===== config.mk =====
export PLATFORM = sky130hd
export DESIGN_NAME = cdq_ctrl
export DESIGN_NICKNAME = d
export VERILOG_FILES = /design/src/cdq_pkg.sv /design/src/cdq_ctrl.sv
export SDC_FILE = /design/constraint.sdc
export NUM_CORES = 1
export LEC_CHECK = 0
export ABC_AREA = 1
export BUFFER_PORTS_ARGS = -buffer_cell sky130_fd_sc_hd__buf_2
export CORE_AREA = 2 2 39 41
export CTS_CLUSTER_DIAMETER = 30
export DETAILED_ROUTE_END_ITERATION = 7
export DIE_AREA = 0 0 41 43
export PLACE_DENSITY = 0.35
export SLEW_MARGIN = 20
export SYNTH_ARGS = -nofsm -noshare
export SYNTH_HDL_FRONTEND = slang
export SYNTH_SLANG_ARGS = --single-unit

===== constraint.sdc =====
create_clock -name clk -period 1.3 [get_ports clk]
set_clock_uncertainty 0.1 [all_clocks]
set_input_delay 0.065 -clock clk [delete_from_list [all_inputs] [get_ports clk]]
set_output_delay 0.065 -clock clk [all_outputs]
set_load 0.05 [all_outputs]

===== src/cdq_pkg.sv =====
// Shared types and constants for the circular deque block.
// Used by the controller, the datapath and the top level.
`default_nettype none

package cdq_pkg;

	localparam int unsigned CAP_W          = 11;
	localparam int unsigned FUNC_W         = 3;
	localparam int unsigned DEPTH_DEF      = 1024;
	localparam int unsigned DATA_WIDTH_DEF = 16;
	localparam logic [CAP_W-1:0] CAP_RESET = 11'd1024;

	// Operation codes carried on the func field.
	localparam logic [FUNC_W-1:0] FUNC_INS_FRONT = 3'd0;
	localparam logic [FUNC_W-1:0] FUNC_INS_REAR  = 3'd1;
	localparam logic [FUNC_W-1:0] FUNC_DEL_FRONT = 3'd2;
	localparam logic [FUNC_W-1:0] FUNC_DEL_REAR  = 3'd3;

	typedef enum logic [2:0] {
		OP_INS_FRONT,
		OP_INS_REAR,
		OP_DEL_FRONT,
		OP_DEL_REAR,
		OP_PEEK,
		OP_REFUSE
	} op_t;

	typedef enum logic {
		ST_IDLE,
		ST_READ
	} state_t;

	typedef struct packed {
		logic start;
		op_t  op;
		logic rd_done;
		logic cfg_wr;
	} cmd_t;

	typedef struct packed {
		logic empty;
		logic full;
	} status_t;

endpackage

`default_nettype wire


===== src/cdq_ctrl.sv =====
// Controller for the circular deque: handshakes, operation decode and the
// read-wait state machine. Depends on cdq_pkg.
`default_nettype none

module cdq_ctrl
	import cdq_pkg::*;
(
	input  wire logic              clk,
	input  wire logic              arst_n,
	input  wire logic              in_valid,
	output logic                   in_stall,
	input  wire logic [FUNC_W-1:0] func,
	output logic                   out_valid,
	input  wire logic              out_stall,
	input  wire logic              cfg_valid,
	output logic                   cfg_ready,
	input  wire status_t           status,
	output cmd_t                   cmd
);

	state_t state_q, state_d;
	logic   out_valid_q, out_valid_d;
	logic   can_take;
	logic   accept;
	op_t    op;

	always_ff @(posedge clk or negedge arst_n) begin
		if (!arst_n) begin
			state_q     <= ST_IDLE;
			out_valid_q <= 1'b0;
		end else begin
			state_q     <= state_d;
			out_valid_q <= out_valid_d;
		end
	end

	always_comb begin
		case (func)
			FUNC_INS_FRONT: op = status.full ? OP_REFUSE : OP_INS_FRONT;
			FUNC_INS_REAR:  op = status.full ? OP_REFUSE : OP_INS_REAR;
			FUNC_DEL_FRONT: op = status.empty ? OP_REFUSE : OP_DEL_FRONT;
			FUNC_DEL_REAR:  op = status.empty ? OP_REFUSE : OP_DEL_REAR;
			default:        op = OP_PEEK;
		endcase
	end

	always_comb begin
		// A new word is taken only in the idle state, when no capacity write is offered
		// and the result register is free or drains now.
		can_take    = (state_q == ST_IDLE) && !cfg_valid && (!out_valid_q || !out_stall);
		accept      = in_valid && can_take;
		in_stall    = !can_take;
		cfg_ready   = (state_q == ST_IDLE);
		out_valid   = out_valid_q;
		state_d     = state_q;
		out_valid_d = out_valid_q && out_stall;

		case (state_q)
			ST_IDLE: begin
				if (accept) begin
					if (op == OP_DEL_FRONT || op == OP_DEL_REAR) begin
						state_d = ST_READ;
					end else begin
						out_valid_d = 1'b1;
					end
				end
			end
			ST_READ: begin
				state_d     = ST_IDLE;
				out_valid_d = 1'b1;
			end
			default: begin
				state_d = ST_IDLE;
			end
		endcase

		cmd.start   = accept;
		cmd.op      = op;
		cmd.rd_done = (state_q == ST_READ);
		cmd.cfg_wr  = cfg_valid && cfg_ready;
	end

endmodule

`default_nettype wire


Word level (Yosys, flattened, before mapping)
Cells that the tools add are included.
{"block": "totals", "ff_bits": 2, "input_bits": 10, "elab_cells": 31}
{"block": "classes", "n_eq_ne": 5, "n_mux": 11, "n_bitwise": 1, "n_reduce_logical": 12}
{"op": "equality test 3 x 2 -> 1 bit, second input constant", "n": 4}
{"op": "2-to-1 mux 3 bit", "n": 4}
{"op": "case mux 3 bit (4 select lines)", "n": 1}
{"op": "logical AND 1 bit", "n": 5}
{"op": "logical NOT 1 bit", "n": 4}
{"op": "2-to-1 mux 1 bit", "n": 4}
{"op": "case mux 1 bit (2 select lines)", "n": 2}
{"op": "equality test 3 x 1 -> 1 bit, second input constant", "n": 1}
{"op": "logical NOT 3 bit", "n": 1}
{"op": "logical OR 1 bit", "n": 2}
{"op": "inverter 1 bit", "n": 1}

Depth between registers and ports, before layout
{"block": "logic_depth", "word_depth": 7, "ltp_mapped": 4, "ltp_nobuf": 4}

Worst setup path after synthesis
OpenSTA, ideal clock, no wires.
{"block": "synth_path", "path_kind": "reg-to-output", "start": "register out_valid_q, in the netlist out_valid", "end": "output in_stall", "arrival_ps": 1146, "t_required_ps": 1135, "slack_ps": -11, "stages_incl_launch_ff": 3, "path_cell_list": "dfrtp_1 -> nand2_1 -> nand2_1"}
{"block": "synth_between", "elab_chain_len": 4}
{"item": "start, declared", "line": "cdq_ctrl.sv:22", "text": "logic out_valid_q, out_valid_d;"}
{"item": "start signal, assigned", "line": "cdq_ctrl.sv:33", "text": "out_valid_q <= out_valid_d;"}
{"item": "logical NOT 1 bit", "line": "cdq_ctrl.sv:50", "text": "can_take = (state_q == ST_IDLE) && !cfg_valid && (!out_valid_q || !out_stall);"}
{"item": "logical OR 1 bit", "line": "cdq_ctrl.sv:50"}
{"item": "logical AND 1 bit", "line": "cdq_ctrl.sv:50"}
{"item": "logical NOT 1 bit", "line": "cdq_ctrl.sv:52", "text": "in_stall = !can_take;"}
{"item": "end, declared", "line": "cdq_ctrl.sv:11", "text": "output logic in_stall,"}
Every way passes these cells.

==> impl_results.md <==
- Drt wl/cell: roughly 7.6 µm
- Die height: between 40 and 50 µm
- Fin util: 27.1%
- Crit Path Max Fanout: 3
- Pin count of the biggest net entering global routing: 5
- Fillers: 146
- Area delta synth->final: 108%
- Critical Path AT: between 1000 and 1500 ps
- # diodes: 0
- Worst R2R Start: state_q
- Worst min path class: primary input to async pin
- Startpoint types: flip-flop
- Overall global routing resource usage: under 10%
- Total grt overflow: 0
- Tmin final: roughly 1200 ps
- Status: finished clean
- Root buffer cell: clkbuf_4
- Row count: 14
- Netlist area before placement: 180 µm²
- Worst R2R Path Depth: 5
- Avg Inst Size Synth: 7.51 µm²
- Area of the core: between 1000 and 1500 µm²
- Final Cell Area: about 380 µm²
- Crit. End Element: output port
- Vias in the first global route: between 200 and 250
- Total negative slack: 0 ps
- CTS sink count: 2
- FF+latch count, synth: 2
- Max cap viols: 0
- Vias/cell: about 3.7
- TritonCTS clock tree: built
- Hold Vio Cnt, Final: 0
- Die area: roughly 1800 µm²
- TritonRoute pass-1 iters: 4
- Register-to-register path setup slack: about 110 ps
- Fmax: between 0.8 and 0.9 GHz
- Reg clk slew, reported paths: 30 ps
- Cells after Synth: 24
- Crit path required time: about 1100 ps
- Largest area contributor in the netlist: dfrtp_1
- # DRC: 0
- Initial Utilization: 13.0%
- Final period util: 96.0%
- Synth unique cells: 14
- Fin. max-slew vios: 0
- PortBufs: 18
- Initial antenna violation count: 0
- Dpl cell area: between 200 and 300 µm²
- PwrDens: 957 nW/µm²
- Chip width: between 40 and 50 µm
- Vias: 243
- Routed Antenna Nets: 0
- Setup Viol. Count Final: 0
- TritonCTS Buffers: 3
- Syn nets: 34
- H-tree depth: 1
- Nets: slightly above 60
- Leakage: 0.204 nW
- Clk_lat worst skew: 220 ps
- Initial DRC Count: 2
- CTS Buffer Depth: 2
- RR Endpoint: state_q
- Boundary Pins: 19
- Final wirelength: between 500 and 600 µm
- Share of layout cells above drive strength 1: ~66%
- Worst-Margin Slew: about 250 ps
- Yosys top cell area share: 27.8%
- Routability cong.: 0.567
- Sequential fraction of the synthesis area: between 20% and 30%
- Power Total: roughly 360 µW
- Worst-case vdd ir drop: about 0.2 mV
- Ys Warns: 0
- Critical path class: flip-flop to output port
- Hold WS: around 60 ps
- Largest cells by area after synthesis: dfrtp_1 (28%), inv_1 (10%), buf_4 (8.3%)
- HPWL Detailed: about 380 µm
- Worst slew margin: a little over four fifths
- First-pass GRT wire length: between 700 and 800 µm
-- routing by layer --
metal  track usage [%]  share of wire (%)  up-vias  wire length (µm)
li1                  -                  -      128                 -
met4              6.00                  0        0                 0
met1              6.71                 43       98               216
met2              8.44                 43       17               217
met3                 0                 14        0                71
met5                 0                  0        -                 0
-- layout make-up --
type / instances / area, µm² / share of cell area (%)
Multi-Input combinational cell: 15 / 98.8 / 26.3
Sequential cell: 2 / 50.0 / 13.3
Clock buffer: 3 / 22.5 / 6.00
Inverter: 5 / 18.8 / 5.00
Tap cell: 16 / 20.0 / 5.33
Timing Repair Buffer: 25 / 165 / 44.0
-- where the power goes --
group | internal (mW) | switching [mW]
Sequential | 0.0671 | 0.00307
Clock | 0.102 | 0.0341
Combinational | 0.0532 | 0.0999
Total | 0.222 | 0.137
-- flip-flops by register name (all words and copies together) (netlist names) --
name	flops
out_valid	1
state_q	1
-- cell usage in the layout, fill, tap and decap left out, types with 3 or more instances in the layout --
cell type,n
dlygate4sd3_1,3
buf_4,5
buf_2,15
clkbuf_4,3
inv_1,4
-- repair_timing --
| item | 4_1_cts | 5_1_grt |
|---|---|---|
| hold buffers | 3 | 0 |
| buffers inserted | 1 | 3 |
| pin swaps | 1 | 2 |
| resized for setup | 2 | 6 |
| setup endpoints to repair | 1 | 2 |
| endpoints found under the hold margin | 4 | 0 |
-- cell families (layout without fill, tap and decap cells) --
family                 after synthesis  count (layout)  share of synthesized area [%]
AND/OR/NAND/NOR                     11              11                           37.5
buffers and inverters                7              33                           18.7
flip-flops                           2               2                           27.8
AO/OA/AOI/OAI                        4               4                           16.0
-- stage by stage --
step                setup slack (ps)  cells
finish                          51.9     66
global route                   -12.2     66
CTS                             5.78     63
detailed placement               111     56
global placement                 108     56
floorplan                      -5.49     24
-- worst max-delay path: stages, from the launching register on --
cell and delay, ps:
dfrtp_1 390, nor2_2 160, nand3_2 100, inv_2 60, buf_6 150
-- worst max-delay path by stage --
stage                   start      to  cells past startpoint
finish                state_q  cmd[5]                      4
global route          state_q  cmd[5]                      4
CTS                   state_q  cmd[5]                      4
detailed placement    state_q  cmd[5]                      4
global placement      state_q  cmd[5]                      4
floorplan           out_valid  cmd[5]                      4
-- synthesized netlist by cell type --
cell type and number:
nor2_2 1, a21oi_1 1, o21ai_2 1, nor2_4 1
o211ai_1 2, nor3_1 1, nand2_2 1, dfrtp_1 2
inv_1 5, nand2_1 3, buf_4 2, nor3_2 1
nand3_2 1, nor2_1 2
Power figures use the tool's default switching activity.
